`src/design/mctt_pkg.sv`:
```
`timescale 1ns / 1ps

package mctt_pkg;

	// Field widths
	localparam int TICK_W     = 5;
	localparam int BEAT_W     = 4;
	localparam int BAR_W      = 16;
	localparam int TIME_W     = 48;
	localparam int TEMPO_W    = 16;
	localparam int SUM_W      = 20;
	localparam int RAMP_W     = 9;
	localparam int SAMPLE_W   = 10;
	localparam int CFG_W      = 5;
	localparam int CFG_IDX_W  = 2;

	// Shared divider geometry: 25-bit dividend and divisor, 16-bit quotient
	localparam int DIVIDEND_W = 25;
	localparam int DIVISOR_W  = 25;
	localparam int QUO_W      = 16;
	localparam int DIV_STEPS  = QUO_W;
	localparam int STEP_W     = $clog2(DIV_STEPS);

	// Tempo constants
	localparam logic [DIVIDEND_W-1:0] TEMPO_NUM = 25'd25000000;
	localparam logic [TIME_W-1:0]     SAT_DELTA = 48'd382;
	localparam logic [TEMPO_W-1:0]    TEMPO_MAX = 16'hFFFF;

	// Position constants
	localparam logic [TICK_W-1:0] BEAT_TICKS = 5'd24;
	localparam logic [CFG_W-1:0]  BPB_MAX    = 5'd16;

	// MIDI realtime status codes
	localparam logic [7:0] MIDI_CLOCK = 8'd248;
	localparam logic [7:0] MIDI_START = 8'd250;

	// Operation codes
	localparam logic OP_MIDI   = 1'b0;
	localparam logic OP_SAMPLE = 1'b1;

	// Configuration register indexes
	localparam logic [CFG_IDX_W-1:0] CFG_BEATS_PER_BAR = 2'd0;
	localparam logic [CFG_IDX_W-1:0] CFG_CLICK_TICK_A  = 2'd1;
	localparam logic [CFG_IDX_W-1:0] CFG_CLICK_TICK_B  = 2'd2;

	// Sequencer states
	typedef enum logic [2:0] {
		ST_IDLE,
		ST_TEMPO,
		ST_TDIV,
		ST_PUSH,
		ST_AVG,
		ST_ADIV
	} seq_state_t;

	// Request to the shared divider
	typedef struct packed {
		logic                  start;
		logic [DIVIDEND_W-1:0] dividend;
		logic [DIVISOR_W-1:0]  divisor;
	} div_req_t;

	// Push command to the tempo ring
	typedef struct packed {
		logic               push;
		logic [TEMPO_W-1:0] value;
	} ring_cmd_t;

endpackage

```
`src/design/midi_clock_tempo_tracker_core.sv`:
```
`timescale 1ns / 1ps

// MIDI clock tempo tracker with metronome click. Each accepted transaction
// yields exactly one result transaction. A MIDI clock byte (248) advances
// tick, beat and bar at once, then turns the time since the previous clock
// into a tempo in tenths of BPM and updates the mean over the last
// AVG_DEPTH readings; both divisions run on one shared 16-step restoring
// divider, and the first division is skipped when the tempo saturates or
// reads as zero. Start bytes, other bytes and audio sample ticks give their
// result in the cycle after acceptance. The input is stalled while a clock
// byte is in progress or while an unread result is stalled at the output.
// The tempo ring needs no clearing after reset: a fill count keeps
// unwritten entries out of the mean. Configuration writes are expected
// only while the block is idle.
module midi_clock_tempo_tracker_core #(
	parameter int AVG_DEPTH = 10
) (
	input  logic                                clk,
	input  logic                                arst_n,

	input  logic                                cfg_we,
	input  logic [mctt_pkg::CFG_IDX_W-1:0]      cfg_index,
	input  logic [mctt_pkg::CFG_W-1:0]          cfg_data,

	input  logic                                in_valid,
	output logic                                in_stall,
	input  logic                                operation,
	input  logic [7:0]                          midi_byte,
	input  logic [mctt_pkg::TIME_W-1:0]         timestamp_us,

	output logic                                out_valid,
	input  logic                                out_stall,
	output logic [mctt_pkg::BAR_W-1:0]          bar_count,
	output logic [mctt_pkg::BEAT_W-1:0]         beat_in_bar,
	output logic [mctt_pkg::TICK_W-1:0]         tick_in_beat,
	output logic [mctt_pkg::TEMPO_W-1:0]        tempo_avg_tenths,
	output logic signed [mctt_pkg::SAMPLE_W-1:0] click_sample
);

	localparam int FILL_W = $clog2(AVG_DEPTH + 1);

	mctt_pkg::seq_state_t state_q, state_d;

	// Configuration registers
	logic [mctt_pkg::CFG_W-1:0] bpb_q;
	logic [mctt_pkg::CFG_W-1:0] click_a_q;
	logic [mctt_pkg::CFG_W-1:0] click_b_q;

	// Position and timing state
	logic [mctt_pkg::TICK_W-1:0]  tick_q;
	logic [mctt_pkg::BEAT_W-1:0]  beat_q;
	logic [mctt_pkg::BAR_W-1:0]   bar_q;
	logic [mctt_pkg::TIME_W-1:0]  last_time_q;
	logic [mctt_pkg::TIME_W-1:0]  delta_q;
	logic [mctt_pkg::TEMPO_W-1:0] tempo_q;
	logic [mctt_pkg::TEMPO_W-1:0] avg_q;
	logic [mctt_pkg::RAMP_W-1:0]  ramp_q;

	// Output register
	logic                           out_valid_q;
	logic [mctt_pkg::BAR_W-1:0]     out_bar_q;
	logic [mctt_pkg::BEAT_W-1:0]    out_beat_q;
	logic [mctt_pkg::TICK_W-1:0]    out_tick_q;
	logic [mctt_pkg::TEMPO_W-1:0]   out_avg_q;
	logic [mctt_pkg::SAMPLE_W-1:0]  out_sample_q;

	logic                           accept;
	logic                           is_clock;
	logic                           is_start;
	logic                           clicking;
	logic [mctt_pkg::CFG_W-1:0]     bpb_eff;
	logic [mctt_pkg::CFG_W-1:0]     beat_inc;
	logic [mctt_pkg::TICK_W-1:0]    tick_inc;
	logic                           delta_sat;
	logic                           delta_zero;

	mctt_pkg::div_req_t             div_req;
	logic                           div_done;
	logic [mctt_pkg::QUO_W-1:0]     quotient;
	mctt_pkg::ring_cmd_t            ring_cmd;
	logic [mctt_pkg::SUM_W-1:0]     ring_sum;
	logic [FILL_W-1:0]              ring_fill;
	logic                           out_load_clock;

	// Decode the incoming transaction
	always_comb begin
		accept   = in_valid && !in_stall;
		is_clock = (operation == mctt_pkg::OP_MIDI) && (midi_byte == mctt_pkg::MIDI_CLOCK);
		is_start = (operation == mctt_pkg::OP_MIDI) && (midi_byte == mctt_pkg::MIDI_START);
		clicking = (tick_q == click_a_q) || (tick_q == click_b_q);
	end

	// Stall while busy or while a result is held at the output
	assign in_stall = (state_q != mctt_pkg::ST_IDLE) || (out_valid_q && out_stall);

	// Clamp beats per bar to 1..16; classify the clock interval
	always_comb begin
		priority if (bpb_q == '0) begin
			bpb_eff = mctt_pkg::CFG_W'(1);
		end else if (bpb_q > mctt_pkg::BPB_MAX) begin
			bpb_eff = mctt_pkg::BPB_MAX;
		end else begin
			bpb_eff = bpb_q;
		end
		tick_inc   = tick_q + 1'b1;
		beat_inc   = mctt_pkg::CFG_W'(beat_q) + 1'b1;
		delta_sat  = delta_q < mctt_pkg::SAT_DELTA;
		delta_zero = delta_q > mctt_pkg::TIME_W'(mctt_pkg::TEMPO_NUM);
	end

	// Next state
	always_comb begin
		state_d = state_q;
		unique case (state_q)
			mctt_pkg::ST_IDLE: begin
				if (accept && is_clock) begin
					state_d = mctt_pkg::ST_TEMPO;
				end
			end
			mctt_pkg::ST_TEMPO: begin
				if (delta_sat || delta_zero) begin
					state_d = mctt_pkg::ST_PUSH;
				end else begin
					state_d = mctt_pkg::ST_TDIV;
				end
			end
			mctt_pkg::ST_TDIV: begin
				if (div_done) begin
					state_d = mctt_pkg::ST_PUSH;
				end
			end
			mctt_pkg::ST_PUSH: state_d = mctt_pkg::ST_AVG;
			mctt_pkg::ST_AVG:  state_d = mctt_pkg::ST_ADIV;
			mctt_pkg::ST_ADIV: begin
				if (div_done) begin
					state_d = mctt_pkg::ST_IDLE;
				end
			end
			default: state_d = mctt_pkg::ST_IDLE;
		endcase
	end

	// Sequencer outputs: divider requests, ring push, result load
	always_comb begin
		div_req.start    = 1'b0;
		div_req.dividend = mctt_pkg::TEMPO_NUM;
		div_req.divisor  = delta_q[mctt_pkg::DIVISOR_W-1:0];
		ring_cmd.push    = 1'b0;
		ring_cmd.value   = tempo_q;
		out_load_clock   = 1'b0;
		unique case (state_q)
			mctt_pkg::ST_TEMPO: begin
				div_req.start = !(delta_sat || delta_zero);
			end
			mctt_pkg::ST_PUSH: begin
				ring_cmd.push = 1'b1;
			end
			mctt_pkg::ST_AVG: begin
				div_req.start    = 1'b1;
				div_req.dividend = mctt_pkg::DIVIDEND_W'(ring_sum);
				div_req.divisor  = mctt_pkg::DIVISOR_W'(ring_fill);
			end
			mctt_pkg::ST_ADIV: begin
				out_load_clock = div_done;
			end
			default: begin
			end
		endcase
	end

	always_ff @(posedge clk or negedge arst_n) begin
		if (!arst_n) begin
			state_q <= mctt_pkg::ST_IDLE;
		end else begin
			state_q <= state_d;
		end
	end

	// Take configuration writes; indexes beyond the list are dropped
	always_ff @(posedge clk or negedge arst_n) begin
		if (!arst_n) begin
			bpb_q     <= mctt_pkg::CFG_W'(4);
			click_a_q <= mctt_pkg::CFG_W'(0);
			click_b_q <= mctt_pkg::CFG_W'(12);
		end else if (cfg_we) begin
			unique case (cfg_index)
				mctt_pkg::CFG_BEATS_PER_BAR: bpb_q     <= cfg_data;
				mctt_pkg::CFG_CLICK_TICK_A:  click_a_q <= cfg_data;
				mctt_pkg::CFG_CLICK_TICK_B:  click_b_q <= cfg_data;
				default: begin
				end
			endcase
		end
	end

	// Advance the position, stamp clock arrivals, step the ramp
	always_ff @(posedge clk or negedge arst_n) begin
		if (!arst_n) begin
			tick_q       <= '0;
			beat_q       <= '0;
			bar_q        <= '0;
			last_time_q  <= '0;
			ramp_q       <= '0;
			avg_q        <= '0;
			delta_q      <= '0;
		end else begin
			if (accept && is_clock) begin
				delta_q      <= timestamp_us - last_time_q;
				last_time_q  <= timestamp_us;
				if (tick_inc >= mctt_pkg::BEAT_TICKS) begin
					tick_q <= '0;
					if (beat_inc >= bpb_eff) begin
						beat_q <= '0;
						bar_q  <= bar_q + 1'b1;
					end else begin
						beat_q <= beat_inc[mctt_pkg::BEAT_W-1:0];
					end
				end else begin
					tick_q <= tick_inc;
				end
			end else if (accept && is_start) begin
				tick_q <= '0;
				beat_q <= '0;
				bar_q  <= '0;
			end else if (accept && (operation == mctt_pkg::OP_SAMPLE) && clicking) begin
				ramp_q <= ramp_q + 1'b1;
			end
			if (out_load_clock) begin
				avg_q <= quotient;
			end
		end
	end

	// Pick the tempo reading: saturated, zero, or from the divider
	always_ff @(posedge clk) begin
		if (state_q == mctt_pkg::ST_TEMPO) begin
			if (delta_sat) begin
				tempo_q <= mctt_pkg::TEMPO_MAX;
			end else begin
				tempo_q <= '0;
			end
		end else if (state_q == mctt_pkg::ST_TDIV && div_done) begin
			tempo_q <= quotient;
		end
	end

	// Result valid flag
	always_ff @(posedge clk or negedge arst_n) begin
		if (!arst_n) begin
			out_valid_q <= 1'b0;
		end else if ((accept && !is_clock) || out_load_clock) begin
			out_valid_q <= 1'b1;
		end else if (out_valid_q && !out_stall) begin
			out_valid_q <= 1'b0;
		end
	end

	// Load the result payload
	always_ff @(posedge clk) begin
		if (out_load_clock) begin
			out_bar_q    <= bar_q;
			out_beat_q   <= beat_q;
			out_tick_q   <= tick_q;
			out_avg_q    <= quotient;
			out_sample_q <= '0;
		end else if (accept && !is_clock) begin
			out_bar_q  <= is_start ? '0 : bar_q;
			out_beat_q <= is_start ? '0 : beat_q;
			out_tick_q <= is_start ? '0 : tick_q;
			out_avg_q  <= avg_q;
			if ((operation == mctt_pkg::OP_SAMPLE) && clicking) begin
				out_sample_q <= {1'b1, ramp_q};
			end else begin
				out_sample_q <= '0;
			end
		end
	end

	mctt_div u_div (
		.clk      (clk),
		.arst_n   (arst_n),
		.req      (div_req),
		.done     (div_done),
		.quotient (quotient)
	);

	mctt_ring #(
		.DEPTH (AVG_DEPTH)
	) u_ring (
		.clk    (clk),
		.arst_n (arst_n),
		.cmd    (ring_cmd),
		.sum    (ring_sum),
		.fill   (ring_fill)
	);

	assign out_valid        = out_valid_q;
	assign bar_count        = out_bar_q;
	assign beat_in_bar      = out_beat_q;
	assign tick_in_beat     = out_tick_q;
	assign tempo_avg_tenths = out_avg_q;
	assign click_sample     = out_sample_q;

endmodule

```
`src/design/mctt_div.sv`:
```
`timescale 1ns / 1ps

module mctt_div (
	input  logic                            clk,
	input  logic                            arst_n,
	input  mctt_pkg::div_req_t              req,
	output logic                            done,
	output logic [mctt_pkg::QUO_W-1:0]      quotient
);

	localparam int DVR_W = mctt_pkg::DIVISOR_W;
	localparam int Q_W   = mctt_pkg::QUO_W;

	logic                        busy_q;
	logic                        done_q;
	logic [mctt_pkg::STEP_W-1:0] cnt_q;
	logic [DVR_W-1:0]            rem_q;
	logic [DVR_W-1:0]            dvs_q;
	logic [Q_W-1:0]              quo_q;

	logic [DVR_W:0] shifted;
	logic [DVR_W:0] diff;
	logic           fits;

	// One restoring step: shift in the next dividend bit, trial subtract
	always_comb begin
		shifted = {rem_q, quo_q[Q_W-1]};
		diff    = shifted - {1'b0, dvs_q};
		fits    = ~diff[DVR_W];
	end

	// Sequence the steps
	always_ff @(posedge clk or negedge arst_n) begin
		if (!arst_n) begin
			busy_q <= 1'b0;
			done_q <= 1'b0;
			cnt_q  <= '0;
		end else begin
			done_q <= 1'b0;
			if (req.start) begin
				busy_q <= 1'b1;
				cnt_q  <= '0;
			end else if (busy_q) begin
				cnt_q <= cnt_q + 1'b1;
				if (cnt_q == mctt_pkg::STEP_W'(mctt_pkg::DIV_STEPS - 1)) begin
					busy_q <= 1'b0;
					done_q <= 1'b1;
				end
			end
		end
	end

	// Hold remainder, divisor and the dividend/quotient shift register
	always_ff @(posedge clk) begin
		if (req.start) begin
			rem_q <= DVR_W'(req.dividend[mctt_pkg::DIVIDEND_W-1:Q_W]);
			quo_q <= req.dividend[Q_W-1:0];
			dvs_q <= req.divisor;
		end else if (busy_q) begin
			rem_q <= fits ? diff[DVR_W-1:0] : shifted[DVR_W-1:0];
			quo_q <= {quo_q[Q_W-2:0], fits};
		end
	end

	assign done     = done_q;
	assign quotient = quo_q;

endmodule

```
`src/design/mctt_ring.sv`:
```
`timescale 1ns / 1ps

module mctt_ring #(
	parameter int DEPTH = 10
) (
	input  logic                              clk,
	input  logic                              arst_n,
	input  mctt_pkg::ring_cmd_t               cmd,
	output logic [mctt_pkg::SUM_W-1:0]        sum,
	output logic [$clog2(DEPTH+1)-1:0]        fill
);

	localparam int FILL_W = $clog2(DEPTH + 1);
	localparam int SLOT_W = (DEPTH > 1) ? $clog2(DEPTH) : 1;

	logic [mctt_pkg::TEMPO_W-1:0] ring_q [DEPTH];
	logic [SLOT_W-1:0]            slot_q;
	logic [FILL_W-1:0]            fill_q;
	logic [mctt_pkg::SUM_W-1:0]   sum_q;

	logic                         full;
	logic [mctt_pkg::SUM_W-1:0]   drop_val;

	// Oldest entry leaves the sum once the ring is full
	always_comb begin
		full     = (fill_q == FILL_W'(DEPTH));
		drop_val = full ? mctt_pkg::SUM_W'(ring_q[slot_q]) : '0;
	end

	// Advance slot, fill count and running sum
	always_ff @(posedge clk or negedge arst_n) begin
		if (!arst_n) begin
			slot_q <= '0;
			fill_q <= '0;
			sum_q  <= '0;
		end else if (cmd.push) begin
			sum_q  <= sum_q - drop_val + mctt_pkg::SUM_W'(cmd.value);
			slot_q <= (slot_q == SLOT_W'(DEPTH - 1)) ? '0 : slot_q + 1'b1;
			if (!full) begin
				fill_q <= fill_q + 1'b1;
			end
		end
	end

	// Store the new reading
	always_ff @(posedge clk) begin
		if (cmd.push) begin
			ring_q[slot_q] <= cmd.value;
		end
	end

	assign sum  = sum_q;
	assign fill = fill_q;

	a_fill_bound : assert property (@(posedge clk) disable iff (!arst_n)
		fill_q <= FILL_W'(DEPTH))
		else $error("ring fill count beyond depth");

	a_slot_bound : assert property (@(posedge clk) disable iff (!arst_n)
		slot_q <= SLOT_W'(DEPTH - 1))
		else $error("ring write slot beyond depth");

	a_empty_sum : assert property (@(posedge clk) disable iff (!arst_n)
		fill_q == '0 |-> sum_q == '0)
		else $error("nonzero tempo sum with empty ring");

	a_push_grow : assert property (@(posedge clk) disable iff (!arst_n)
		cmd.push && !full |=> fill_q == $past(fill_q) + 1'b1)
		else $error("fill count did not grow on push");

endmodule

```
`config.mk`:
```
export PLATFORM = sky130hd
export DESIGN_NAME = midi_clock_tempo_tracker_core
export DESIGN_NICKNAME = d
export VERILOG_FILES = /design/src/design/mctt_pkg.sv /design/src/design/midi_clock_tempo_tracker_core.sv /design/src/design/mctt_div.sv /design/src/design/mctt_ring.sv
export SDC_FILE = /design/constraint.sdc
export NUM_CORES = 1
export LEC_CHECK = 0
export BUFFER_PORTS_ARGS = -buffer_cell sky130_fd_sc_hd__buf_4
export CAP_MARGIN = 20
export CORE_MARGIN = 5
export CORE_UTILIZATION = 35
export CTS_CLUSTER_SIZE = 10
export DETAILED_ROUTE_END_ITERATION = 10
export MAX_ROUTING_LAYER = met4
export PLACE_DENSITY = 0.6
export SYNTH_ARGS = -nofsm -noshare
export SYNTH_HDL_FRONTEND = slang
export SYNTH_SLANG_ARGS = --single-unit
```
`constraint.sdc`:
```
create_clock -name clk -period 5.83 [get_ports clk]
set_input_delay 0.2915 -clock clk [delete_from_list [all_inputs] [get_ports clk]]
set_output_delay 0.2915 -clock clk [all_outputs]
set_load 0.02 [all_outputs]
```
==> results of run 1 <==
state kept, by name, indices dropped and copies added (netlist names), 5 cells and up:
register / count
u_ring.ring_q: 160
delta_q: 48
last_time_q: 48
u_div.dvs_q: 25
u_div.rem_q: 25
u_ring.sum: 20
avg_q: 16
bar_count: 16
bar_q: 16
tempo_avg_tenths: 16
tempo_q: 16
u_div.quotient: 16
click_sample: 10
ramp_q: 9
bpb_q: 5
click_a_q: 5
click_b_q: 5
tick_in_beat: 5
tick_q: 5
cells by family after synthesis:
| kind of cell | Yosys count | share of synthesized area [%] |
|---|---|---|
| AND/OR/NAND/NOR | 621 | 11.9 |
| AO/OA/AOI/OAI | 519 | 13.0 |
| flip-flops | 492 | 54.3 |
| buffers and inverters | 265 | 4.01 |
| XOR/XNOR | 125 | 4.43 |
| adder cells (fa/ha/maj) | 122 | 6.67 |
| multiplexers | 98 | 5.71 |
routing by layer:
metal | vias to the layer above | global-route usage [%] | wire length [µm]
li1 | 8342 | - | -
met1 | 8361 | 20.7 | 27200
met2 | 340 | 24.7 | 27500
met3 | 91 | 2.67 | 2840
met4 | 0 | 3.89 | 1370
met5 | - | - | 0
repair_timing:
item                                   4_1_cts  5_1_grt
buffers inserted                             0        0
hold buffers                                56        0
endpoints found under the hold margin      173        0
critical path, stage by stage, from the launching register on:
cell,delay [ns]
dfrtp_2,0.69
buf_12,0.30
mux4_2,0.53
a211oi_1,0.26
a211oi_1,0.10
ha_1,0.33
inv_1,0.04
ha_1,0.20
fa_1,0.41
a21o_1,0.20
a21oi_1,0.27
o21ai_0,0.17
a31oi_1,0.32
o21ai_0,0.17
and2_1,0.21
o211a_1,0.24
a41oi_1,0.24
xor2_1,0.19
o21ai_0,0.09
power groups by stage:
| stage | combinational [µW] | clock, µW | sequential (µW) |
|---|---|---|---|
| 3_5_place_dp | 4660 | 0 | 4960 |
| 6_report | 4720 | 3290 | 4900 |
| 5_1_grt | 5260 | 3540 | 4970 |
| 3_3_place_gp | 4560 | 0 | 4930 |
| 2_1_floorplan | 3510 | 0 | 4780 |
| 4_1_cts | 4730 | 3390 | 4900 |
stage by stage:
step / worst slack [ns] / power [µW] / util [%] / hold WS (ns) / cells
after floorplan: 0.767 / 8300 / - / -0.00409 / 2242
after global placement: 0.746 / 9500 / 38.3 / 0.436 / 3227
after detailed placement: 0.737 / 9620 / 38.3 / 0.443 / 3229
after CTS: 0.690 / 13000 / 41.5 / 0.0597 / 3392
after global routing: 0.347 / 13800 / 41.6 / 0.101 / 3397
final: 0.707 / 12900 / 41.6 / 0.0938 / 3397
cells in the final DEF (no fill, tap or decap), drive strengths merged, types with 73 or more instances in the layout:
| cell | n |
|---|---|
| buf | 148 |
| xnor2 | 73 |
| dfrtp | 196 |
| nand2 | 270 |
| nor2 | 95 |
| o21ai | 201 |
| inv | 166 |
| a21oi | 105 |
| ha | 104 |
| edfxtp | 267 |
| clkbuf | 101 |
cell type report:
type	count	area [µm²]	share of cell area [%]
antenna	3	7.51	0.0257
inverter	165	619	2.12
clock inverter	7	103	0.351
multi-input combinational	1485	10500	35.8
clock buffer	100	1610	5.50
timing repair buffer	205	1740	5.95
tap	940	1180	4.02
sequential	492	13500	46.3
how the worst max path moves through the flow:
stage | to | slack, ns | cells past startpoint
floorplan | u_ring.sum[18] | 0.77 | 18
global placement | u_ring.sum[18] | 0.75 | 18
detailed placement | u_ring.sum[18] | 0.74 | 18
CTS | u_ring.sum[18] | 0.69 | 18
global route | u_ring.sum[18] | 0.35 | 18
finish | u_ring.sum[18] | 0.71 | 18
==> reports/qor.csv, run 1 <==
stage,metric,value,unit
status,status,"complete, no violations",
drt,drc,0,
worst_hold_path,worstHoldEndpoint,bpb_q[4],
clock_network,cts_repair_resize_count,0,
clock_network,cts_tree,built,
timing,relSlewSlack,23.4,%
synthesis,ys.flop_type,edfxtp_1,
synthesis,synth_cell_type_count,79,
clock_network,ctsRootBufferMaster,clkbuf_16,
timing,min_period_over_period,87.9,%
worst_hold_path,worstHoldPathCells,4,
cells_and_area,area_growth,17.4,%
synthesis,synthCells,2242,
worst_setup_path,critPathKind,reg -> reg,
placement,io_buffers,121,
synthesis,synth_common_cells,"nand2_1, edfxtp_1, o21ai_0, dfrtp_1, inv_1",
global_routing,grt_pass1_vias,17428,
die,dieHeight,277,µm
drt,vias,17134,
drt,drtIter0Drc,1071,
worst_setup_path,arrival,5.61,ns
die,die_w,277,µm
synthesis,synth_nets,2433,
synthesis,synthesis.area,24900,µm²
synthesis,synth_edf_count,267,
timing,rsz0062_at_grt,no,
worst_setup_path,critPathLaunch,u_ring.slot_q[0],
drt,drt-total-wl,59000,µm
synthesis,ys_ff_latch,492,
timing,tightest_slew,1.15,ns
drt,dr.pass1.iters,5,
cells_and_area,final_area,29200,µm²
global_routing,grt_pass1_wl,94800,µm
power,peakVddDrop,0.000295,V
power,power_frac_comb,36.6,%
power,pwr-share-clk,25.5,%
clock_network,cts_buffers,57,
die,start_util,35.4,%
worst_setup_path,crit_path_start_kind,flop,
drt,wl_per_cell,17.4,µm
worst_setup_path,worstRegToRegCells,18,
timing,fmax,195,MHz
die,io_pins,122,
timing,clock_skew,0.0221,ns
clock_network,clock_sinks,492,
synthesis,synth_top_area_share,32.2,%
synthesis,ys_seq_area_share,54.3,%
clock_network,h-tree-depth,2,
clock_network,insertion_delay,0.63,ns
power,power.net_switching,4590,µW
worst_setup_path,endpoint_kind,flop,
worst_hold_path,hold_path_startpoint,cfg_index[0],
drt,via_per_inst,5.04,
cells_and_area,nets,2597,
synthesis,synthMostInstantiatedCell,nand2_1,
die,core_area,70300,µm²
synthesis,synth_area_leaders,"edfxtp_1, dfrtp_1, ha_1, nand2_1, o21ai_0",
placement,hpwl,41400,µm
global_routing,track_usage,15.4,%
cells_and_area,drive_above_1_share,12.9,%
power,p_per_area,442,nW/µm²
timing,finalHoldViolCount,0,
timing,finalSetupViolations,0,
synthesis,yosysWarnings,0,
worst_setup_path,reg2reg_from,u_ring.slot_q[0],
cells_and_area,fillers,6635,
power,swShare,35.6,%
timing,setup_tns,0,ns
worst_setup_path,critPathMaxFanout,30,
synthesis,async_flop_share,40.4,%
power,p_int,8310,µW
synthesis,syn_avg_cell_area,11.1,µm²
drt,ant_nets,0,
synthesis,synth_top_area_cell,edfxtp_1,
placement,place_area,26900,µm²
timing,fin_crit,5.12,ns
die,die-area,76600,µm²
die,rows,97,
clock_network,path_clk_slew,0.06,ns
placement,place_congestion,0.909,
worst_setup_path,reg2reg_to,u_ring.sum[18],
global_routing,antenna_found_initial,3,
worst_hold_path,hold_class,in -> reg,
global_routing,grt_overflow_total,0,
timing,slew_viol_final,0,
power,pwr-share-seq,37.9,%
worst_setup_path,cp.required,6.32,ns
worst_setup_path,r2r_setup_slack,0.71,ns
global_routing,grt_max_degree,114,
power,power.leakage,0.0124,µW
clock_network,cts_max_path_buffers,3,
run,drv_cap,0,
No activity file was read; power rests on OpenSTA's default activity.
==> run 2: changes to the inputs <==
CORE_MARGIN = 8   (was 5)
==> run 2 against run 1 <==
Effect of this change: final area up 0.17%; sequential cell count is the same; clock power grew 2%; core utilization is 0.36 points lower; setup slack got worse by 0.040 ns; clock-buffer cell count is 1 lower; fmax fell by 0.78%; clock skew grew 0.016 ns; register-to-register slack got worse by 0.04 ns; cell count rose by 0.15%; total power grew 0.70%; via count increased by 0.11%; largest cell class unchanged; highest routed layer unchanged.
==> reports/qor.csv, run 2 (synthesis gave the netlist of run 1 again) <==
stage,metric,value,unit,change
status,status,"complete, no violations",,unchanged
clock_network,clock_sinks,492,,unchanged
clock_network,cts_buffers,58,,was 57
worst_setup_path,reg2reg_from,u_ring.slot_q[0],,unchanged
worst_setup_path,cp.required,6.30,ns,was 6.32 ns
worst_setup_path,path_depth,17,,was 18
clock_network,path_clk_slew,0.06,ns,about the same
timing,slew_viol_final,0,,unchanged
clock_network,cts_tree,built,,unchanged
power,pwr-share-seq,37.5,%,was 37.9%
drt,via_per_inst,5.04,,about the same
timing,fmax,194,MHz,was 195 MHz
cells_and_area,multiInputGateArea,10500,µm²,about the same
worst_setup_path,slowest_delay,0.79,ns,was 0.69 ns
placement,io_buffers,121,,unchanged
drt,ant_nets,0,,unchanged
worst_hold_path,worstHoldPathCells,4,,unchanged
global_routing,grt_pass1_vias,17912,,was 17428
power,power.leakage,0.0124,µW,about the same
worst_setup_path,reg2reg_to,u_ring.sum[17],,was u_ring.sum[18]
die,io_pins,122,,unchanged
timing,finalSetupViolations,0,,unchanged
drt,vias,17153,,was 17134
cells_and_area,nets,2597,,unchanged
placement,place_congestion,0.869,,was 0.909
clock_network,cts_repair_resize_count,0,,unchanged
worst_setup_path,crit_slowest_cell,dfrtp_2,,unchanged
worst_setup_path,critPathKind,reg -> reg,,unchanged
clock_network,cts_max_path_buffers,3,,unchanged
worst_setup_path,arrival,5.63,ns,was 5.61 ns
drt,dr.pass1.iters,6,,was 5
timing,rsz0062_at_grt,no,,unchanged
die,dieHeight,283,µm,was 277 µm
worst_setup_path,path_cells,buf_12 -> mux4_2 -> nor2b_1 -> a211oi_1 -> a211oi_1 -> fa_1 -> inv_1 -> ha_1 -> a2111oi_0 -> o21ai_0 -> a41o_1 -> a211oi_1 -> o21ai_0 -> a21o_1 -> a21oi_1 -> xor2_1 -> o21ai_0,,was buf_12 -> mux4_2 -> a211oi_1 -> a211oi_1 -> ha_1 -> inv_1 -> ha_1 -> fa_1 -> a21o_1 -> a21oi_1 -> o21ai_0 -> a31oi_1 -> o21ai_0 -> and2_1 -> o211a_1 -> a41oi_1 -> xor2_1 -> o21ai_0
global_routing,grt_max_degree,103,,was 114
cells_and_area,final_common_cell,nand2_1,,unchanged
cells_and_area,largest_reg_flops,160,,unchanged
clock_network,ctsRootBufferMaster,clkbuf_16,,unchanged
worst_setup_path,worstRegToRegCells,17,,was 18
timing,min_period_over_period,88.6,%,was 87.9%
global_routing,grt_pass1_wl,96200,µm,was 94800 µm
drt,drtIter0Drc,992,,was 1071
cells_and_area,final_cell_mix,"nand2_1, edfxtp_1, o21ai_0, dfrtp_1, inv_1",,unchanged
worst_setup_path,cp_top_family,compound AO/OA/AOI/OAI gates,,unchanged
power,power_frac_comb,36.5,%,was 36.6%
cells_and_area,seq_area,13500,µm²,unchanged
timing,clock_skew,0.0378,ns,was 0.0221 ns
power,p_per_area,444,nW/µm²,was 442 nW/µm²
global_routing,antenna_found_initial,0,,was 3
global_routing,track_usage,15.3,%,was 15.4%
cells_and_area,area_growth,17.6,%,was 17.4%
die,rows,98,,was 97
worst_hold_path,worstHoldEndpoint,bpb_q[4],,unchanged
clock_network,insertion_delay,0.62,ns,was 0.63 ns
power,swShare,35.2,%,was 35.6%
worst_setup_path,crit_path_start_kind,flop,,unchanged
worst_setup_path,r2r_setup_slack,0.67,ns,was 0.71 ns
die,core_area,71000,µm²,was 70300 µm²
worst_hold_path,hold_path_startpoint,cfg_index[0],,unchanged
cells_and_area,largest-register,u_ring.ring_q,,unchanged
timing,setup_tns,0,ns,unchanged
cells_and_area,reg.largest.list,"u_ring.ring_q: 160 flops, delta_q: 48 flops, last_time_q: 48 flops",,unchanged
placement,dp_slack,0.610,ns,was 0.737 ns
timing,tightest_slew,1.08,ns,was 1.15 ns
timing,fin_ws,0.667,ns,was 0.707 ns
worst_setup_path,critPathMaxFanout,33,,was 30
die,die-area,80000,µm²,was 76600 µm²
die,die_w,283,µm,was 277 µm
power,peakVddDrop,0.000282,V,was 0.000295 V
die,start_util,35.1,%,was 35.4%
power,p_int,8430,µW,was 8310 µW
global_routing,grt_overflow_total,0,,unchanged
drt,drc,0,,unchanged
worst_setup_path,endpoint_kind,flop,,unchanged
worst_setup_path,timing.critical_path.buf_inv,2,,unchanged
worst_hold_path,hold_class,in -> reg,,unchanged
timing,finalHoldViolCount,0,,unchanged
timing,fin_crit,5.16,ns,was 5.12 ns
timing,relSlewSlack,27.8,%,was 23.4%
placement,hpwl,42100,µm,was 41400 µm
cells_and_area,fillers,6680,,was 6635
clock_network,h-tree-depth,2,,unchanged
power,pwr-share-clk,26.0,%,was 25.5%
cells_and_area,diodes,0,,was 3
power,power.net_switching,4570,µW,was 4590 µW
drt,drt-total-wl,59600,µm,was 59000 µm
cells_and_area,drive_above_1_share,13.0,%,was 12.9%
run,drv_cap,0,,unchanged
drt,wl_per_cell,17.5,µm,was 17.4 µm
worst_setup_path,critPathLaunch,u_ring.slot_q[0],,unchanged
## run 2: metal layers
layer / share of wire [%] / routed length (µm) / global-route usage, %
met1: 44 / 26200 / 18.9
met2: 50 / 29900 / 26.3
met3: 3.6 / 2150 / 2.02
met4: 2.4 / 1420 / 4.28
met5: 0 / 0 / -
## run 2: how the worst max path moves through the flow
stage	endpoint	slack [ns]
3_3_place_gp	u_ring.sum[17]	0.64
5_1_grt	u_ring.sum[18]	0.33
6_report	u_ring.sum[17]	0.67
3_5_place_dp	u_ring.sum[18]	0.61
2_1_floorplan	u_ring.sum[18]	0.77
4_1_cts	u_ring.sum[18]	0.58
## run 2: worst min-delay path, delay by kind of cell
| family | cells | cell delay (ns) |
|---|---|---|
| AOI/OAI and AO/OA | 1 | 0.07 |
| and+or+nand+nor | 2 | 0.20 |
| buffers and inverters | 1 | 0.09 |
## run 2: layout make-up
type / count / area share [%]
Sequential cell: 492 / 46.2
Inverter: 165 / 2.12
Timing Repair Buffer: 204 / 5.92
Clock inverter: 7 / 0.308
Clock buffer: 99 / 5.69
Tap cell: 950 / 4.06
Multi-Input combinational cell: 1485 / 35.7
## run 2: repair_timing
item	4_1_cts	5_1_grt
hold buffers	56	0
endpoints found under the hold margin	148	0
buffers inserted	0	0
## run 2: power groups by stage
stage                     sequential [µW]  combinational [µW]  clock [µW]
final                                4880                4740        3370
after global routing                 4950                5320        3600
after CTS                            4900                4750        3470
after detailed placement             4960                4680           0
after global placement               4930                4600           0
after floorplan                      4780                3510           0
## run 2: through the flow
stage / cells / area (µm²) / power, µW / hold WS (ns) / util [%]
2_1_floorplan: 2242 / 24900 / 8300 / -0.00409 / -
3_3_place_gp: 3236 / 26900 / 9530 / 0.331 / 37.9
3_5_place_dp: 3236 / 26900 / 9640 / 0.348 / 37.9
4_1_cts: 3398 / 29200 / 13100 / 0.0514 / 41.1
5_1_grt: 3402 / 29300 / 13900 / 0.0882 / 41.2
6_report: 3402 / 29300 / 13000 / 0.0863 / 41.2
